## config.mk

```make
export PLATFORM = sky130hd
export DESIGN_NAME = pq4fs_queue
export DESIGN_NICKNAME = d
export VERILOG_FILES = /design/src/sv/pq4fs_pkg.sv /design/src/sv/pq4fs_queue.sv
export SDC_FILE = /design/constraint.sdc
export NUM_CORES = 1
export LEC_CHECK = 0
export BUFFER_PORTS_ARGS = -buffer_cell sky130_fd_sc_hd__buf_2
export CAP_MARGIN = 0
export CORE_MARGIN = 2
export CORE_UTILIZATION = 61
export CTS_CLUSTER_SIZE = 20
export DETAILED_ROUTE_END_ITERATION = 10
export PLACE_DENSITY_LB_ADDON = 0.05
export SYNTH_ARGS = -nofsm -noshare
export SYNTH_HDL_FRONTEND = slang
export SYNTH_SLANG_ARGS = --single-unit
export TNS_END_PERCENT = 5
```

## constraint.sdc

```tcl
create_clock -name i_clk -period 11.27 [get_ports i_clk]
set_clock_uncertainty 0.2 [all_clocks]
set_input_delay 0.5635 -clock i_clk [delete_from_list [all_inputs] [get_ports i_clk]]
set_output_delay 0.5635 -clock i_clk [all_outputs]
set_load 0.05 [all_outputs]
```

## src/sv/pq4fs_pkg.sv

```systemverilog
package pq4fs_pkg;

    localparam int NUM_VECTORS = 32;
    localparam int VEC_W       = 5;
    localparam int ACC_W       = 16;
    localparam int SUM_W       = 17;
    localparam int LUT_ENTRIES = 16;
    localparam int CODE_BYTES  = 16;
    localparam int QUEUE_DEPTH = 4;
    localparam int QPTR_W      = 2;
    localparam int QCNT_W      = 3;
    localparam int S_DATA_W    = 256;
    localparam int M_DATA_W    = 24;

    localparam logic [VEC_W-1:0] LAST_VEC = VEC_W'(NUM_VECTORS - 1);

    // one looked-up table byte per vector, plus the run marker
    typedef struct packed {
        logic [NUM_VECTORS-1:0][7:0] lut_bytes;
        logic                        last;
    } t_entry;

    // code byte that feeds vector v; bit 4 of v selects the high nibble
    function automatic logic [3:0] code_byte_idx(input logic [VEC_W-1:0] v);
        return {v[2:0], v[3]};
    endfunction

endpackage

```

## src/sv/pq4fs_queue.sv

```systemverilog
module pq4fs_queue
    import pq4fs_pkg::*;
(
    input  logic   i_clk,
    input  logic   i_rst_n,
    input  logic   i_valid,
    output logic   o_ready,
    input  t_entry i_entry,
    output logic   o_valid,
    input  logic   i_ready,
    output t_entry o_entry
);

    t_entry              r_mem [QUEUE_DEPTH];
    logic [QPTR_W-1:0]   r_wr_ptr;
    logic [QPTR_W-1:0]   r_rd_ptr;
    logic [QCNT_W-1:0]   r_count;
    logic                w_push;
    logic                w_pop;

    assign o_ready = r_count != QCNT_W'(QUEUE_DEPTH);
    assign o_valid = r_count != '0;
    assign w_push  = i_valid && o_ready;
    assign w_pop   = o_valid && i_ready;
    assign o_entry = r_mem[r_rd_ptr];

    always_ff @(posedge i_clk) begin
        if (!i_rst_n) begin
            r_wr_ptr <= '0;
            r_rd_ptr <= '0;
            r_count  <= '0;
        end else begin
            if (w_push) begin
                r_wr_ptr <= r_wr_ptr + 1'b1;
            end
            if (w_pop) begin
                r_rd_ptr <= r_rd_ptr + 1'b1;
            end
            unique case ({w_push, w_pop})
                2'b10:   r_count <= r_count + 1'b1;
                2'b01:   r_count <= r_count - 1'b1;
                default: r_count <= r_count;
            endcase
        end
    end

    always_ff @(posedge i_clk) begin
        if (w_push) begin
            r_mem[r_wr_ptr] <= i_entry;
        end
    end

endmodule

```

=== Word level (Yosys, flattened, before mapping) ===
Memory sizes are Yosys's and may differ from the RTL's. A register that Yosys moved wholly into a read port is not among the register bits.
Cells that the tools add are included.

* Memory bits (writable): 1,028
* Flip-flop bits (word level): 7
* Word-level logic and storage cells: 20
* Memories kept: 1
* Output and inout bits: 259
* Input port bits: 261

* Mux-type cells: 5
* Eq/ne operators: 3
* Add/sub/neg operators: 4
* Reductions and logical operators: 4

{| class="wikitable"
|+ Memories
! name !! words !! width !! rd ports !! clocked after Yosys merged registers in !! write ports !! RTL line !! source
|-
| r_mem || 4 || 257 || 1 || 1 || 1 || pq4fs_queue.sv:14 || <nowiki>t_entry r_mem [QUEUE_DEPTH];</nowiki>
|}

{| class="wikitable"
|+ Operators by type and width
! cell !! count
|-
| $pmux 3 s2 || 1
|-
| $add 2x1->2 const B || 2
|-
| $mux 2 || 2
|-
| $add 3x1->3 const B || 1
|-
| $ne 3x3->1 const B || 1
|-
| $reduce_bool 3->1 || 1
|-
| $sub 3x1->3 const B || 1
|-
| $eq 2x1->1 const B || 1
|-
| $eq 2x2->1 const B || 1
|-
| $logic_and 1x1->1 || 2
|-
| $mux 1 || 2
|-
| $reduce_bool 2->1 || 1
|}

=== Depth between registers and ports, before layout ===
Gate-level depths: netlist of run 1.

* Depth after elaboration: 4
* Depth in mapped cells: 9
* Mapped depth without buffers: 9

=== Least setup slack after synthesis of run 1 ===
OpenSTA, ideal clock, no wires.

* Path type: input-to-reg
* From: input port i_valid
* To: memory r_mem[0][0] (netlist bit), enable pin
* Required time: 10.419 ns
* Path buffers: 0
* Arrival time: 6.822 ns
* Stages: 2
* Setup time: 0.651 ns
* Path slack: 3.597 ns
* Cells stage by stage: a21boi_1 > and2_1

* Longest elaborated chain between the ends: 3

{| class="wikitable"
|+ Ends and longest elaborated chain
! what !! RTL line !! source
|-
| from (decl) || pq4fs_queue.sv:6 || <nowiki>input logic i_valid,</nowiki>
|-
| $logic_and 1x1->1 || pq4fs_queue.sv:23 || <nowiki>assign w_push = i_valid && o_ready;</nowiki>
|-
| $mux 1 || pq4fs_queue.sv:48 || <nowiki>if (w_push) begin</nowiki>
|-
| $mux 1 (implied by the code) || pq4fs_queue.sv:49 || <nowiki>r_mem[r_wr_ptr] <= i_entry;</nowiki>
|-
| to (decl) || pq4fs_queue.sv:14 ||
|}

Every way passes these cells.

==> metrics.cfg, run 1 <==
[placement]
routability_cong=0.777
io_buffers=519
dp_hpwl_um=45300
number_of_cells_in_the_design_after_placement=2663

[routing]
drt_pass1_iterations=5
drtIter0Drc=1297
num_vias=17900
post_drt_via_cell_ratio=5.75
routed_wire_length_per_instance_um=24.9
drc=0
route.antenna.remaining_nets=0
total_routed_length_um=77600

[clock_network]
tritoncts_buffers=99
cts_hold_buf=257
cts_post_setup_buffers_inserted=0
clk_path_buf_depth=3
clkTransAtPathRegs_ns=0.06
tritoncts=done
h-tree-depth=3
cts_resized=0
cts_num_sinks=1037
worstSkewPairLatency_ns=0.62
cts_root_buffer=sky130_fd_sc_hd__clkbuf_16

[timing]
final_period_minus_worst_setup_slack_ns=4.71
final_max_slew_viol_count=0
maxClockFrequency_mhz=212
final.period_utilization_pct=41.8
worstMarginPinSlew_ns=1.24
setup_repair_after_global_routing_missed_its_margin=no
finalHoldViolCount=0
setup_viol=0
totalNegativeSetupSlack_ns=0
hold_ws_ns=0.0773
worst_slew_margin_rel_pct=17.1

[min_path]
hp-class=in -> reg
timing.hold.worst.start=i_rst_n
holdPathStages=2

[worst_setup_path]
worst_r2r_startpoint=r_count[0]$_SDFFE_PN0P_
worstSetupEndpointType=primary output
cp_max_fo=47
r2r_setup_slack_ns=6.69
timing_worst_setup_path_type=reg -> out
critical_path_required_ns=10.51
worstReg2RegEnd=r_mem[3][136]$_DFFE_PP_
crit_arrival_ns=3.95
worst-r2r-cell-count=5
startpoint_type=register

[flow_run]
drv_cap=0

[synthesis]
synth-seq-area-share_pct=82.2
seq_cells_post_synth=1037
syn_area_per_cell_sq_um=27.1
synthesis.yosys.warnings=0
synthesis.instances=1395
synth.cell_area_sq_um=37800
syn_nets=1662
synthDistinctLibCells=24

[final_layout]
num-nets-final=2498
areaGrowthSynthToFinish_pct=23.2
layout.cells.most_common=sky130_fd_sc_hd__edfxtp_1
most_frequent_cells_in_the_layout=sky130_fd_sc_hd__edfxtp_1, sky130_fd_sc_hd__buf_2, sky130_fd_sc_hd__mux4_2, sky130_fd_sc_hd__dlygate4sd3_1, sky130_fd_sc_hd__clkbuf_16
drive_gt1_share_pct=40.1
post_route_non_filler_standard_cell_count=3111

[floorplanning]
die_y_um=253
start_util_pct=61.5
placement_rows=91
core-area_sq_um=61500
die-width_um=253
io-pin-count=520
fp.dieArea_sq_um=64000

[pwr]
leakage_uw=0.0157
ir_drop_uv=223
power.density_cell_area_nw_per_um2=249

[run_status]
outcome=finished, final reports clean

[grt]
grt_max_degree=166
globalRouteOverflowTotal=0
grt_antenna_before_repair=19
total_routing_usage_reported_by_global_routing_pct=24.5
first_pass_grt_wire_length_um=115000
grt_pass1_vias=18800

==> layout make-up <==
class | instances | area [sq um]
Timing Repair Buffer | 794 | 5340
Sequential cell | 1037 | 31100
Clock buffer | 130 | 2640
Clock inverter | 49 | 400
Antenna cell | 12 | 30.0
Multi-Input combinational cell | 293 | 6070
Fill cell | 3381 | 14900
Tap cell | 790 | 988
Inverter | 6 | 22.5
==> report_power, final <==
part | leakage [uW] | total (uW) | switching, uW | internal, uW
registers | 0.00951 | 4780 | 126 | 4660
logic | 0.00469 | 3690 | 2580 | 1110
clock network | 0.00148 | 3110 | 1310 | 1800
==> sequential cells by signal, indices dropped and copies added (netlist names), named ones only <==
register and flops:
r_count 3, r_wr_ptr 2, r_mem 1028, r_rd_ptr 2
==> worst max-delay path: stages, from the launching register on <==
cell                      delay, ns
sky130_fd_sc_hd__dfxtp_4       0.81
sky130_fd_sc_hd__buf_4         0.68
sky130_fd_sc_hd__buf_4         0.82
sky130_fd_sc_hd__mux4_2        0.63
sky130_fd_sc_hd__buf_2         0.23
==> routing by layer <==
layer	track usage, %	share of wire [%]	up-vias
li1	-	-	7758
met5	0	0.14	-
met3	7.03	8.1	152
met4	9.65	3.5	16
met1	32.2	39	9318
met2	39.4	50	633
==> worst max-delay path by stage <==
stage,to,slack (ns),depth (start not counted)
finish,o_entry[91],6.56,4
global route,o_entry[91],6.16,4
CTS,o_entry[91],6.38,4
detailed placement,r_mem[3][162]$_DFFE_PP_,6.53,5
global placement,r_mem[3][158]$_DFFE_PP_,6.50,5
floorplan,r_mem[0][0]$_DFFE_PP_,3.60,2
==> cells by family after synthesis <==
family | count (synthesis) | share of synthesized area (%)
multiplexers | 259 | 15.4
AO/OA/AOI/OAI | 6 | 0.113
buffers and inverters | 65 | 1.79
AND/OR/NAND/NOR | 18 | 0.252
flip-flops | 1037 | 82.2
XOR/XNOR | 4 | 0.0927
adder cells (fa/ha/maj) | 6 | 0.219
==> synth_stat cells <==
| cell type | count | share of area (%) |
|---|---|---|
| sky130_fd_sc_hd__a21boi_0 | 1 | 0.020 |
| sky130_fd_sc_hd__a21boi_1 | 1 | 0.020 |
| sky130_fd_sc_hd__and2_1 | 7 | 0.12 |
| sky130_fd_sc_hd__buf_12 | 22 | 1.2 |
| sky130_fd_sc_hd__buf_2 | 25 | 0.33 |
| sky130_fd_sc_hd__buf_4 | 2 | 0.040 |
| sky130_fd_sc_hd__buf_6 | 5 | 0.15 |
| sky130_fd_sc_hd__clkbuf_1 | 5 | 0.050 |
| sky130_fd_sc_hd__dfxtp_1 | 9 | 0.48 |
| sky130_fd_sc_hd__edfxtp_1 | 1028 | 82 |
| sky130_fd_sc_hd__fa_1 | 1 | 0.053 |
| sky130_fd_sc_hd__ha_1 | 5 | 0.17 |
| sky130_fd_sc_hd__inv_1 | 6 | 0.060 |
| sky130_fd_sc_hd__mux2i_1 | 2 | 0.053 |
| sky130_fd_sc_hd__mux4_2 | 257 | 15 |
| sky130_fd_sc_hd__nand2_1 | 6 | 0.060 |
| sky130_fd_sc_hd__nor2_1 | 1 | 0.0099 |
| sky130_fd_sc_hd__nor2b_1 | 2 | 0.033 |
| sky130_fd_sc_hd__o21ai_0 | 2 | 0.026 |
| sky130_fd_sc_hd__o311ai_0 | 1 | 0.023 |
| sky130_fd_sc_hd__o31a_1 | 1 | 0.023 |
| sky130_fd_sc_hd__or3_1 | 2 | 0.033 |
| sky130_fd_sc_hd__xnor2_1 | 3 | 0.070 |
| sky130_fd_sc_hd__xor2_1 | 1 | 0.023 |
==> stage by stage <==
stage | total power (uW) | worst slack, ns | cell area (sq um) | utilization [%]
after floorplan | 7870 | 3.60 | 37800 | -
after global placement | 8480 | 6.50 | 40900 | 66.5
after detailed placement | 8510 | 6.53 | 40900 | 66.5
after CTS | 11700 | 6.38 | 46500 | 75.7
after global routing | 12000 | 6.16 | 46500 | 75.7
final | 11600 | 6.56 | 46600 | 75.7
No activity file was read; power rests on OpenSTA's default activity.
==> run 2, diff against run 1 <==
--- a/config.mk
+++ b/config.mk
@@ -8,7 +8,7 @@
 export BUFFER_PORTS_ARGS = -buffer_cell sky130_fd_sc_hd__buf_2
 export CAP_MARGIN = 0
 export CORE_MARGIN = 2
-export CORE_UTILIZATION = 61
+export CORE_UTILIZATION = 51
 export CTS_CLUSTER_SIZE = 20
 export DETAILED_ROUTE_END_ITERATION = 10
 export PLACE_DENSITY_LB_ADDON = 0.05
==> constraint.sdc (replaced) <==
create_clock -name i_clk -period 4.2 [get_ports i_clk]
set_clock_uncertainty 0.2 [all_clocks]
set_input_delay 0.21 -clock i_clk [delete_from_list [all_inputs] [get_ports i_clk]]
set_output_delay 0.21 -clock i_clk [all_outputs]
set_load 0.05 [all_outputs]
==> run 2 against run 1 <==
Sequential power increased to 2.7 times the previous value. Worst hold slack better by 0.024 ns. Cell count is 6.1% higher. Design area up 1.3%. Setup slack got worse by 5.4 ns. Count of clock-buffer cells in the layout decreased by 2. Clock power grew to 2.7 times the previous value. Sequential share of layout area fell by 0.86 points. Utilization fell by 11 points. Global-route usage fell by 3.7 points.
==> metrics.cfg, run 2 (synthesis results as in run 1) <==
[clock_network]
cts_num_sinks=1037  ; unchanged
clkTransAtPathRegs_ns=0.06  ; about the same
tritoncts=done
h-tree-depth=3  ; unchanged
cts_post_setup_buffers_inserted=0  ; unchanged
cts_resized=0  ; unchanged
cts_root_buffer=sky130_fd_sc_hd__clkbuf_16
worstSkewPairLatency_ns=0.65  ; +0.03 ns
clk_path_buf_depth=3  ; unchanged
tritoncts_buffers=104  ; +5.1%

[grt]
grt_max_degree=143  ; -14%
globalRouteOverflowTotal=0  ; unchanged
grt_antenna_before_repair=9  ; -10
grt_pass1_vias=18800  ; +0.18%
total_routing_usage_reported_by_global_routing_pct=20.8  ; -3.7 points
first_pass_grt_wire_length_um=118000  ; +2.8%

[timing]
final_period_minus_worst_setup_slack_ns=3.07
final_max_slew_viol_count=0  ; unchanged
setup_repair_after_global_routing_missed_its_margin=no
hold_ws_ns=0.101  ; +0.0240 ns
worstMarginPinSlew_ns=1.29  ; +0.0439 ns
final.period_utilization_pct=73.0
maxClockFrequency_mhz=326
worst_slew_margin_rel_pct=14.2  ; -2.9 points
setup_viol=0  ; unchanged
finalHoldViolCount=0  ; unchanged

[worst_setup_path]
cells_traversed_along_the_worst_timing_path=buf_12 > mux4_2 > buf_2
critical_path.slowest_cell=sky130_fd_sc_hd__mux4_2
critical_path_required_ns=3.79  ; -6.72 ns
crit_path_max_incr_delay_ns=0.46  ; -0.36 ns
cp_max_fo=142  ; +200%
critical_path.n_buffers_inverters=2  ; -1
startpoint_type=register
worstSetupEndpointType=primary output
worstSetupPathDepth=3  ; -1
critical_path.top_delay_family=buffers and inverters
timing_worst_setup_path_type=reg -> out
crit_arrival_ns=2.66  ; -1.29 ns
worst-r2r-cell-count=4  ; -1

[final_layout]
num-nets-final=2518  ; +0.80%
layout.cells.most_common=sky130_fd_sc_hd__edfxtp_1
stdcell_area_sq_um=47200  ; +1.3%
largest-register=r_mem
drive_gt1_share_pct=40.5  ; +0.44 points
flip_flop_count_of_the_largest_register_all_copies_and_words_added=1028  ; unchanged
most_frequent_cells_in_the_layout=sky130_fd_sc_hd__edfxtp_1, sky130_fd_sc_hd__buf_2, sky130_fd_sc_hd__dlygate4sd3_1, sky130_fd_sc_hd__mux4_2, sky130_fd_sc_hd__clkbuf_16
areaGrowthSynthToFinish_pct=24.8
post_route_non_filler_standard_cell_count=3301  ; +6.1%
layout_top_registers=r_mem x1028, r_count x3

[pwr]
part_of_the_total_power_dissipated_in_combinational_logic_pct=32.5  ; +0.6 points
leakage_uw=0.0159  ; +1.1%
p_int_uw=20300  ; +170%
total_power_uw=31300  ; +170%
power_switching_share_pct=35.1  ; +0.42 points
power.share.clock_pct=27.1  ; +0.3 points
power_frac_seq_pct=40.5  ; -0.8 points
p_sw_uw=11000  ; +170%
power.density_cell_area_nw_per_um2=664  ; +170%
ir_drop_uv=467  ; +110%

[floorplanning]
start_util_pct=51.6  ; -9.8 points
die_y_um=276  ; +9.2%
die-width_um=276  ; +9.2%
fp.dieArea_sq_um=76300  ; +19%
core-area_sq_um=73200  ; +19%
placement_rows=99  ; +8.8%
io-pin-count=520  ; unchanged

[routing]
route.antenna.remaining_nets=0  ; unchanged
post_drt_via_cell_ratio=5.39  ; -6.2%
drc=0  ; unchanged
total_routed_length_um=78700  ; +1.5%
routed_wire_length_per_instance_um=23.8  ; -4.4%
drtIter0Drc=1142  ; -12%
num_vias=17800  ; -0.52%
drt_pass1_iterations=5  ; unchanged

[placement]
number_of_cells_in_the_design_after_placement=2843  ; +6.8%
cell_area_placed_sq_um=41400  ; +1.2%
dp_hpwl_um=47100  ; +4.0%
io_buffers=519  ; unchanged
routability_cong=0.725  ; -6.7%

[flow_run]
drv_cap=0  ; unchanged

[run_status]
outcome=finished, final reports clean

[min_path]
holdPathStages=2  ; unchanged
hp-class=in -> reg

run 2: metrics by stage:
| step | setup slack, ns | util [%] | TNS (ns) |
|---|---|---|---|
| final | 1.13 | 64.4 | 0 |
| after global routing | 1.02 | 64.4 | 0 |
| after CTS | 1.08 | 64.4 | 0 |
| after detailed placement | 1.36 | 56.5 | 0 |
| after global placement | 1.36 | 56.5 | 0 |
| after floorplan | -0.495 | - | -509.21 |
run 2: layout make-up:
type                    count  area, sq um
diodes                      6         15.0
clock buffers             128         2710
flip-flops and latches   1037        31100
repair buffers            809         5650
fillers                  4996        26000
multi-input cells         293         6070
inverters                   6         22.5
well taps                 959         1200
clock inverters            63          425
run 2: worst paths after layout:
kind,start,endpoint,slack [ns]
max,register,o_entry[73],1.13
min,i_entry[168],r_mem[3][168]$_DFFE_PP_,0.10
max reg2reg,r_count[0]$_SDFFE_PN0P_,r_mem[2][146]$_DFFE_PP_,1.44
min reg2reg,r_wr_ptr[1]$_SDFFE_PN0P_,r_wr_ptr[1]$_SDFFE_PN0P_,0.31
run 2: timing repair:
action                                  in CTS  in global routing
endpoints found under the setup margin       0                  0
endpoints found under the hold margin     1037                  0
hold buffers                               261                  0
run 2: power by group through the flow:
stage / Clock [uW] / Combinational (uW) / Sequential, uW
floorplan: 0 / 8040 / 12900
global placement: 0 / 10100 / 12800
detailed placement: 0 / 10100 / 12900
CTS: 8690 / 10400 / 12700
global route: 9110 / 10600 / 12700
finish: 8470 / 10200 / 12700
run 2: layer usage:
metal	track usage (%)	vias to the layer above	share of wire, %
met5	0	-	0.083
met4	6.21	10	2.8
li1	-	7812	-
met1	27.7	9321	41
met3	5.24	133	6.3
met2	34.3	508	50
